File: src/rtl/hcfc_pkg.sv
package hcfc_pkg;

  typedef logic [7:0]  byte_t;
  typedef logic [3:0]  opcode_t;
  typedef logic [22:0] wait_t;

  typedef enum logic [1:0] {
    ST_OK      = 2'd0,
    ST_CRC     = 2'd1,
    ST_NOMATCH = 2'd2
  } status_e;

  localparam logic KIND_DECISION = 1'b0;
  localparam logic KIND_STREAM   = 1'b1;

  localparam opcode_t OP_NONE      = 4'd0;
  localparam opcode_t OP_SET_INTEG = 4'd3;
  localparam opcode_t OP_SET_AVG   = 4'd5;

  localparam logic [15:0] CRC_INIT = 16'hFFFF;
  localparam logic [15:0] CRC_POLY = 16'hA001;

  // spectrometer frame headers
  localparam byte_t HDR_INTEG = 8'h69;
  localparam byte_t HDR_AVG   = 8'h41;

  localparam logic [31:0] INTEG_RESET = 32'd500;
  localparam logic [15:0] AVG_RESET   = 16'd20;

  // ceil(2^38 / 1000): floor(x * RECIP_1000 >> 38) == x / 1000 for any 32-bit x
  localparam logic [31:0] RECIP_1000 = 32'd274877907;
  localparam int          RECIP_SHIFT = 38;

  localparam int NUM_TPL = 11;

  localparam byte_t TPL_BYTES [NUM_TPL][8] = '{
    '{8'h01, 8'h01, 8'h00, 8'h00, 8'h00, 8'h00, 8'h0A, 8'h3C},
    '{8'h01, 8'h02, 8'h00, 8'h00, 8'h00, 8'h00, 8'h0A, 8'h78},
    '{8'h01, 8'h03, 8'h00, 8'h00, 8'h01, 8'hF4, 8'hDD, 8'h45},
    '{8'h01, 8'h04, 8'h00, 8'h00, 8'h00, 8'h00, 8'h0A, 8'hF0},
    '{8'h01, 8'h05, 8'h00, 8'h32, 8'h00, 8'h00, 8'h05, 8'h6C},
    '{8'h01, 8'h06, 8'h00, 8'h00, 8'h00, 8'h00, 8'hCA, 8'h89},
    '{8'h01, 8'h07, 8'h00, 8'h00, 8'h00, 8'h00, 8'h0A, 8'hB4},
    '{8'h01, 8'h08, 8'h00, 8'h00, 8'h00, 8'h00, 8'h0B, 8'hE0},
    '{8'h01, 8'h09, 8'h00, 8'h00, 8'h00, 8'h00, 8'hCB, 8'hDD},
    '{8'h01, 8'h0A, 8'h00, 8'h00, 8'h00, 8'h00, 8'hCB, 8'h99},
    '{8'h01, 8'h0B, 8'h00, 8'h00, 8'h00, 8'h00, 8'h0B, 8'hA4}
  };

  // number of leading bytes that must match
  localparam logic [3:0] TPL_LEN [NUM_TPL] = '{
    4'd8, 4'd8, 4'd2, 4'd8, 4'd2, 4'd4, 4'd8, 4'd8, 4'd8, 4'd8, 4'd8
  };

  // one byte of CRC-16/MODBUS, LSB first
  function automatic logic [15:0] crc_feed(input logic [15:0] c_in, input byte_t b);
    logic [15:0] c;
    c = c_in ^ {8'h00, b};
    for (int k = 0; k < 8; k++) begin
      if (c[0]) begin
        c = (c >> 1) ^ CRC_POLY;
      end else begin
        c = c >> 1;
      end
    end
    return c;
  endfunction

endpackage

File: src/rtl/hcfc_if.sv
interface hcfc_in_if;
  logic              valid;
  logic              ready;
  hcfc_pkg::byte_t   data_byte;
  logic              frame_last;

  modport source (output valid, output data_byte, output frame_last, input ready);
  modport sink   (input valid, input data_byte, input frame_last, output ready);
endinterface

interface hcfc_out_if;
  logic              valid;
  logic              ready;
  logic              kind;
  hcfc_pkg::status_e status;
  hcfc_pkg::opcode_t opcode;
  hcfc_pkg::byte_t   out_byte;
  hcfc_pkg::wait_t   dwell_time;
  logic              last_of_run;

  modport source (output valid, output kind, output status, output opcode,
                  output out_byte, output dwell_time, output last_of_run, input ready);
  modport sink   (input valid, input kind, input status, input opcode,
                  input out_byte, input dwell_time, input last_of_run, output ready);
endinterface

File: src/rtl/host_command_frame_checker_core.sv
// Host command frame checker. Bytes of 8-byte host command frames come in on
// host_i, one request per byte; frame_last marks the end of a frame. Bytes past
// the eighth are dropped, missing bytes read as zero. At frame end the frame is
// matched against eleven fixed command templates in order, its bytes 6/7 are
// checked against the CRC-16/MODBUS of bytes 0..5, and result_o delivers one
// decision request (status, opcode, wait time). An accepted set-integration or
// set-average command updates the stored value and is followed by 7 or 5
// spectrometer frame bytes carrying a freshly computed CRC. dwell_time is
// (integration * average mod 2^32) / 1000 after any update from this frame.
// After a frame end the checker pads missing bytes of 0..5 into the CRC with zeros,
// tries templates one per cycle (1..11 tried), runs a check step, for a set
// command runs the byte-wide CRC unit over the outgoing frame, then uses the shared
// 32x32 multiplier for the product and then the divide-by-1000 via reciprocal.
// Result requests then go out one per cycle while result_o is ready. host_i is
// not ready from frame end until the last result is taken.
module host_command_frame_checker_core (
  input  logic             clk_i,
  input  logic             rst_ni,
  hcfc_in_if.sink          host_i,
  hcfc_out_if.source       result_o
);
  import hcfc_pkg::*;

  typedef enum logic [3:0] {
    S_IDLE, S_PAD, S_MATCH, S_CHECK, S_FCRC, S_MUL1, S_MUL2, S_OUT, S_STREAM
  } state_e;

  state_e      state_q, state_d;
  byte_t       store_q [8];
  byte_t       store_d [8];
  logic [3:0]  cnt_q, cnt_d;     // bytes received, 0..8
  logic [15:0] crc_q, crc_d;     // shared CRC register: host check, then outgoing frame
  logic [31:0] integ_q, integ_d;
  logic [15:0] avg_q, avg_d;
  logic [3:0]  idx_q, idx_d;     // template index, then outgoing byte index
  logic [2:0]  ndata_q, ndata_d; // outgoing bytes covered by CRC
  logic [2:0]  rem_q, rem_d;     // stream bytes still to send

  // payload, no reset
  opcode_t     opcode_q, opcode_d;
  status_e     status_q, status_d;
  byte_t       sb_q [7];
  byte_t       sb_d [7];
  logic [31:0] prod_q, prod_d;
  wait_t       wait_q, wait_d;

  logic        tpl_hit;
  logic        crc_ok;
  logic [31:0] mul_a, mul_b;
  logic [63:0] mul_p;

  // one template per cycle
  always_comb begin
    tpl_hit = 1'b1;
    for (int j = 0; j < 8; j++) begin
      if (4'(j) < TPL_LEN[idx_q] && store_q[j] != TPL_BYTES[idx_q][j]) begin
        tpl_hit = 1'b0;
      end
    end
  end

  assign crc_ok = (store_q[6] == crc_q[15:8]) && (store_q[7] == crc_q[7:0]);

  // shared multiplier: integ*avg, then product*reciprocal
  assign mul_a = (state_q == S_MUL1) ? integ_q : prod_q;
  assign mul_b = (state_q == S_MUL1) ? {16'h0000, avg_q} : RECIP_1000;
  assign mul_p = mul_a * mul_b;

  assign host_i.ready = (state_q == S_IDLE);

  assign result_o.valid       = (state_q == S_OUT) || (state_q == S_STREAM);
  assign result_o.kind        = (state_q == S_STREAM) ? KIND_STREAM : KIND_DECISION;
  assign result_o.status      = (state_q == S_STREAM) ? ST_OK : status_q;
  assign result_o.opcode      = opcode_q;
  assign result_o.out_byte    = (state_q == S_STREAM) ? sb_q[0] : 8'h00;
  assign result_o.dwell_time  = wait_q;
  assign result_o.last_of_run = (state_q == S_STREAM) ? (rem_q == 3'd1) : (rem_q == 3'd0);

  always_comb begin
    state_d  = state_q;
    store_d  = store_q;
    cnt_d    = cnt_q;
    crc_d    = crc_q;
    integ_d  = integ_q;
    avg_d    = avg_q;
    idx_d    = idx_q;
    ndata_d  = ndata_q;
    rem_d    = rem_q;
    opcode_d = opcode_q;
    status_d = status_q;
    sb_d     = sb_q;
    prod_d   = prod_q;
    wait_d   = wait_q;

    unique case (state_q)
      S_IDLE: begin
        if (host_i.valid) begin
          if (cnt_q < 4'd8) begin
            store_d[cnt_q[2:0]] = host_i.data_byte;
            if (cnt_q < 4'd6) begin
              crc_d = crc_feed(crc_q, host_i.data_byte);
            end
            cnt_d = cnt_q + 4'd1;
          end
          if (host_i.frame_last) begin
            state_d = S_PAD;
          end
        end
      end

      // missing bytes count as zero in the CRC
      S_PAD: begin
        if (cnt_q < 4'd6) begin
          crc_d = crc_feed(crc_q, 8'h00);
          cnt_d = cnt_q + 4'd1;
        end else begin
          idx_d   = 4'd0;
          state_d = S_MATCH;
        end
      end

      S_MATCH: begin
        if (tpl_hit) begin
          opcode_d = idx_q + 4'd1;
          state_d  = S_CHECK;
        end else if (idx_q == 4'(NUM_TPL - 1)) begin
          opcode_d = OP_NONE;
          state_d  = S_CHECK;
        end else begin
          idx_d = idx_q + 4'd1;
        end
      end

      S_CHECK: begin
        idx_d   = 4'd0;
        crc_d   = CRC_INIT;
        ndata_d = 3'd0;
        rem_d   = 3'd0;
        state_d = S_MUL1;
        if (opcode_q == OP_NONE) begin
          status_d = ST_NOMATCH;
        end else if (crc_ok) begin
          status_d = ST_OK;
          if (opcode_q == OP_SET_INTEG) begin
            sb_d[0] = HDR_INTEG;
            sb_d[1] = store_q[2];
            sb_d[2] = store_q[3];
            sb_d[3] = store_q[4];
            sb_d[4] = store_q[5];
            ndata_d = 3'd5;
            integ_d = {store_q[2], store_q[3], store_q[4], store_q[5]};
            state_d = S_FCRC;
          end else if (opcode_q == OP_SET_AVG) begin
            sb_d[0] = HDR_AVG;
            sb_d[1] = store_q[2];
            sb_d[2] = store_q[3];
            ndata_d = 3'd3;
            avg_d   = {store_q[2], store_q[3]};
            state_d = S_FCRC;
          end
        end else begin
          status_d = ST_CRC;
        end
      end

      // CRC of outgoing frame, one byte per cycle, then append hi/lo
      S_FCRC: begin
        if (idx_q[2:0] == ndata_q) begin
          sb_d[ndata_q]        = crc_q[15:8];
          sb_d[ndata_q + 3'd1] = crc_q[7:0];
          rem_d                = ndata_q + 3'd2;
          state_d              = S_MUL1;
        end else begin
          crc_d = crc_feed(crc_q, sb_q[idx_q[2:0]]);
          idx_d = idx_q + 4'd1;
        end
      end

      S_MUL1: begin
        prod_d  = mul_p[31:0];
        state_d = S_MUL2;
      end

      S_MUL2: begin
        wait_d = mul_p[RECIP_SHIFT + 22:RECIP_SHIFT];
        for (int j = 0; j < 8; j++) begin
          store_d[j] = 8'h00;
        end
        cnt_d   = 4'd0;
        crc_d   = CRC_INIT;
        state_d = S_OUT;
      end

      S_OUT: begin
        if (result_o.ready) begin
          state_d = (rem_q == 3'd0) ? S_IDLE : S_STREAM;
        end
      end

      S_STREAM: begin
        if (result_o.ready) begin
          for (int j = 0; j < 6; j++) begin
            sb_d[j] = sb_q[j + 1];
          end
          rem_d = rem_q - 3'd1;
          if (rem_q == 3'd1) begin
            state_d = S_IDLE;
          end
        end
      end

      default: state_d = S_IDLE;
    endcase
  end

  always_ff @(posedge clk_i or negedge rst_ni) begin
    if (!rst_ni) begin
      state_q <= S_IDLE;
      for (int j = 0; j < 8; j++) begin
        store_q[j] <= 8'h00;
      end
      cnt_q   <= 4'd0;
      crc_q   <= CRC_INIT;
      integ_q <= INTEG_RESET;
      avg_q   <= AVG_RESET;
      idx_q   <= 4'd0;
      ndata_q <= 3'd0;
      rem_q   <= 3'd0;
    end else begin
      state_q <= state_d;
      store_q <= store_d;
      cnt_q   <= cnt_d;
      crc_q   <= crc_d;
      integ_q <= integ_d;
      avg_q   <= avg_d;
      idx_q   <= idx_d;
      ndata_q <= ndata_d;
      rem_q   <= rem_d;
    end
  end

  always_ff @(posedge clk_i) begin
    opcode_q <= opcode_d;
    status_q <= status_d;
    sb_q     <= sb_d;
    prod_q   <= prod_d;
    wait_q   <= wait_d;
  end

endmodule
File: src/flat_wrapper.sv
// flat-port wrapper written by rule: the top's interface ports become plain ports
module host_command_frame_checker_core_flat import hcfc_pkg::*;
  (clk_i, rst_ni, host_i_valid, host_i_data_byte, host_i_frame_last, host_i_ready, result_o_valid, result_o_kind, result_o_status, result_o_opcode, result_o_out_byte, result_o_dwell_time, result_o_last_of_run, result_o_ready);
  hcfc_in_if host_i_i ();
  hcfc_out_if result_o_i ();
  input  logic clk_i;
  input  logic rst_ni;
  input wire logic [$bits(host_i_i.valid)-1:0] host_i_valid;
  input wire logic [$bits(host_i_i.data_byte)-1:0] host_i_data_byte;
  input wire logic [$bits(host_i_i.frame_last)-1:0] host_i_frame_last;
  output wire logic [$bits(host_i_i.ready)-1:0] host_i_ready;
  output wire logic [$bits(result_o_i.valid)-1:0] result_o_valid;
  output wire logic [$bits(result_o_i.kind)-1:0] result_o_kind;
  output wire logic [$bits(result_o_i.status)-1:0] result_o_status;
  output wire logic [$bits(result_o_i.opcode)-1:0] result_o_opcode;
  output wire logic [$bits(result_o_i.out_byte)-1:0] result_o_out_byte;
  output wire logic [$bits(result_o_i.dwell_time)-1:0] result_o_dwell_time;
  output wire logic [$bits(result_o_i.last_of_run)-1:0] result_o_last_of_run;
  input wire logic [$bits(result_o_i.ready)-1:0] result_o_ready;
  assign host_i_i.valid = host_i_valid;
  assign host_i_i.data_byte = host_i_data_byte;
  assign host_i_i.frame_last = host_i_frame_last;
  assign host_i_ready = host_i_i.ready;
  assign result_o_valid = result_o_i.valid;
  assign result_o_kind = result_o_i.kind;
  assign result_o_status = result_o_i.status;
  assign result_o_opcode = result_o_i.opcode;
  assign result_o_out_byte = result_o_i.out_byte;
  assign result_o_dwell_time = result_o_i.dwell_time;
  assign result_o_last_of_run = result_o_i.last_of_run;
  assign result_o_i.ready = result_o_ready;
  host_command_frame_checker_core u_core (.clk_i(clk_i), .rst_ni(rst_ni), .host_i(host_i_i), .result_o(result_o_i));
endmodule
File: config.mk
export PLATFORM = sky130hd
export DESIGN_NAME = host_command_frame_checker_core_flat
export DESIGN_NICKNAME = d
export VERILOG_FILES = /design/src/rtl/hcfc_pkg.sv /design/src/rtl/hcfc_if.sv /design/src/rtl/host_command_frame_checker_core.sv /design/src/flat_wrapper.sv
export SDC_FILE = /design/constraint.sdc
export NUM_CORES = 2
export LEC_CHECK = 0
export BUFFER_PORTS_ARGS = -buffer_cell sky130_fd_sc_hd__buf_2
export CAP_MARGIN = 40
export CELL_PAD_IN_SITES_DETAIL_PLACEMENT = 1
export CELL_PAD_IN_SITES_GLOBAL_PLACEMENT = 2
export CORE_MARGIN = 2
export CORE_UTILIZATION = 35
export CTS_BUF_LIST = sky130_fd_sc_hd__clkbuf_8
export CTS_CLUSTER_SIZE = 8
export DETAILED_ROUTE_END_ITERATION = 16
export GPL_TIMING_DRIVEN = 0
export PLACE_DENSITY = 0.75
export SYNTH_ARGS = -nofsm -noshare
export SYNTH_HDL_FRONTEND = slang
export SYNTH_SLANG_ARGS = --single-unit
File: constraint.sdc
create_clock -name clk_i -period 12.4 [get_ports clk_i]
set_input_delay 0.62 -clock clk_i [delete_from_list [all_inputs] [get_ports clk_i]]
set_output_delay 0.62 -clock clk_i [all_outputs]
set_load 0.005 [all_outputs]
==> results.py <==
metrics = {
    "run_status": {
        "status": "finished clean",
    },
    "cts": {
        "post_cts.repair.setup_buffers": 0,
        "clockRootBuffer": "clkbuf_8",
        "htree_levels": 2,
        "cts_made_buffers": 48,
        "clkTransAtPathRegs_ns": 0.07,
        "clkSinkCount": 263,
        "clk_latency_ns": 0.68,
        "cts_tree": "done",
        "cts_buffer_depth": 3,
    },
    "cells_and_area": {
        "fill_cells": 12300,
        "layout-drive-gt1-share_pct": 7.69,
        "regArea_sq_um": 7200,
        "num-nets-final": 5090,
        "multi_input_area_sq_um": 26200,
        "syn2layout_area_growth_pct": 10.9,
        "utilization_pct": 39.0,
    },
    "synthesis": {
        "synth_ff_type": "dfrtp_1",
        "syn_area_per_cell_sq_um": 9.25,
        "async_flop_share_pct": 55.5,
        "ys_types": 76,
        "synth_top_cell_area_share_pct": 28.4,
        "synth-edff-count": 117,
        "synth.net_count": 4901,
        "synth-seq-cells": 263,
        "yosysTopAreaCell": "fa_1",
        "yosys-top-cells-area": "fa_1 (28%), ha_1 (13%), edfxtp_1 (9.5%), dfrtp_1 (8.3%), inv_1 (7.1%)",
        "synthesis.area_sq_um": 36900,
        "synth_warnings": 0,
        "yosysSeqAreaShare_pct": 19.5,
        "netlist_instances": 3984,
    },
    "grt": {
        "grt_pass1_wl_um": 219000,
        "gr-total-overflow": 0,
        "grt_usage_pct": 27.7,
        "grt_max_degree": 80,
        "antenna_found_initial": 6,
        "grt_pass1_vias": 32300,
    },
    "timing": {
        "finalSetupViolations": 0,
        "post-route-period-util_pct": 96.9,
        "finalCriticalPeriod_ns": 12.02,
        "worst_pin_slew_ns": 1.01,
        "rsz0062_at_grt": "no",
        "finalHoldViolCount": 0,
        "hold_ws_ns": 0.342,
        "max_freq_mhz": 83.2,
        "fin_skew_ns": 0.0439,
        "maxSlewHeadroom_pct": 32.6,
        "slew_violations": 0,
    },
    "setup_path": {
        "required_ns": 12.79,
        "r2r_slack_ns": 0.38,
        "r2r_end": "u_core.result_o.dwell_time[22]",
        "path_class": "register to register",
        "crit_arrival_ns": 12.41,
        "end_kind": "register",
        "crit_path_max_incr_delay_ns": 0.68,
        "critPathSlowestCell": "clkdlybuf4s15_1",
        "rr_startpoint": "u_core.state_q[2]",
        "worstRegToRegCells": 32,
        "cpMostUsedCell": "fa_1",
        "crit_path_start_kind": "register",
        "cp_max_fo": 10,
    },
    "placed_design": {
        "gp_congestion": 0.957,
        "dp_hpwl_um": 122000,
        "portBuffers": 53,
    },
    "job": {
        "cap_viol_max_count": 0,
    },
    "routing": {
        "totalWireLength_um": 148000,
        "drt_iter0_markers": 2478,
        "drc_errors": 0,
        "vias_per_cell": 5.46,
        "firstDrtPassIters": 5,
        "routedWlPerCell_um": 26.5,
        "dr_total_vias": 30600,
        "drtAntennaViolNets": 0,
    },
    "floorplanning": {
        "initial_utilization_pct": 35.2,
        "ioPinCount": 54,
        "dieHeight_um": 329,
        "fp-row-count": 119,
        "dieWidth_um": 329,
        "die_area_sq_um": 108000,
        "core_sq_um": 105000,
    },
    "min_path": {
        "hp-class": "input pin to asynchronous set/reset pin",
    },
}
[worst max path at each step]
stage | start | end | slack [ns] | cells after the start
2_1_floorplan | u_core.state_q[0] | u_core.result_o.dwell_time[20] | 2.95 | 36
3_3_place_gp | u_core.state_q[2] | u_core.result_o.dwell_time[20] | -0.16 | 35
3_5_place_dp | u_core.state_q[2] | u_core.result_o.dwell_time[20] | 0.47 | 33
4_1_cts | u_core.state_q[2] | u_core.result_o.dwell_time[20] | 0.41 | 33
5_1_grt | u_core.state_q[2] | u_core.result_o.dwell_time[20] | 0.02 | 33
6_report | u_core.state_q[2] | u_core.result_o.dwell_time[22] | 0.38 | 32
[sequential cells by signal, indices dropped and copies added, names as in the netlist]
name                        flops
u_core.ndata_q                  3
u_core.sb_q                    56
u_core.status_q                 2
u_core.result_o.opcode          4
u_core.integ_q                 32
u_core.result_o.dwell_time     23
u_core.store_q                 64
u_core.cnt_q                    4
u_core.rem_q                    3
u_core.state_q                  4
u_core.prod_q                  32
u_core.avg_q                   16
u_core.idx_q                    4
u_core.crc_q                   16
[synthesized netlist by cell type, drive strengths merged (87+ instances only)]
| cell | n |
|---|---|
| dfrtp | 122 |
| edfxtp | 117 |
| o21ai | 217 |
| and3 | 193 |
| a21oi | 140 |
| fa | 523 |
| ha | 381 |
| clkbuf | 186 |
| xnor2 | 87 |
| inv | 701 |
| nor2 | 299 |
| nand2 | 340 |
[cell type report]
type                            count  area share (%)
Clock inverter                     32           0.585
Buffer                            211            2.05
Multi-Input combinational cell   2808            64.2
Clock buffer                       58            1.95
Timing Repair Buffer              139            2.88
Inverter                          702            6.45
Antenna cell                        6          0.0367
Tap cell                         1391            4.26
Sequential cell                   263            17.6
[what timing repair did]
| item | 4_1_cts | 5_1_grt |
|---|---|---|
| setup endpoints to repair | 0 | 2 |
| hold buffers | 1 | 0 |
| resized for setup | 0 | 5 |
| hold endpoints to repair | 12 | 0 |
[cells by family after synthesis]
| kind of cell | after synthesis | synth area share [%] |
|---|---|---|
| buffers and inverters | 913 | 9.40 |
| XOR/XNOR | 135 | 3.25 |
| AO/OA/AOI/OAI | 576 | 9.50 |
| AND/OR/NAND/NOR | 1094 | 14.1 |
| adder cells (fa/ha/maj) | 904 | 41.3 |
| multiplexers | 99 | 2.92 |
| flip-flops | 263 | 19.5 |
[critical path, delay by kind of cell, from the launching register on]
| kind | cells | cell delay, ns |
|---|---|---|
| adders and majority gates | 9 | 4.25 |
| buffers and inverters | 11 | 3.16 |
| AOI/OAI and AO/OA | 7 | 2.95 |
| and+or+nand+nor | 5 | 1.05 |
| DFF | 1 | 0.33 |
[through the flow]
step                      std cells  TNS [ns]  setup slack (ns)  area, sq um
final                          5610         0             0.381        40900
after global routing           5605         0            0.0166        40900
after CTS                      5602         0             0.411        40800
after detailed placement       5511         0             0.475        39800
after global placement         5428    -0.164            -0.164        38900
after floorplan                3984         0              2.95        36900
[metal layers]
metal  part of all wire [%]  GRT usage [%]
met3                    6.6           3.67
met5                      0              0
met2                     45           43.2
met4                    4.3           10.3
met1                     44           39.1
[placed cells by master (no fill, tap or decap), drive strengths merged, types with 40 or more instances in the layout]
master,n
clkbuf,243
mux2,58
ha,381
xnor2,87
inv,718
a22oi,45
a21o,62
fa,523
nor2,299
xor2,47
nor2b,46
o21ai,217
buf,163
a21oi,140
nand2,340
mux2i,40
edfxtp,117
dfrtp,122
and3,193
nand3,68
Power is left out: the tool's default activity adds up to more than one toggle a clock period on the data nets, which glitch-free logic cannot reach.
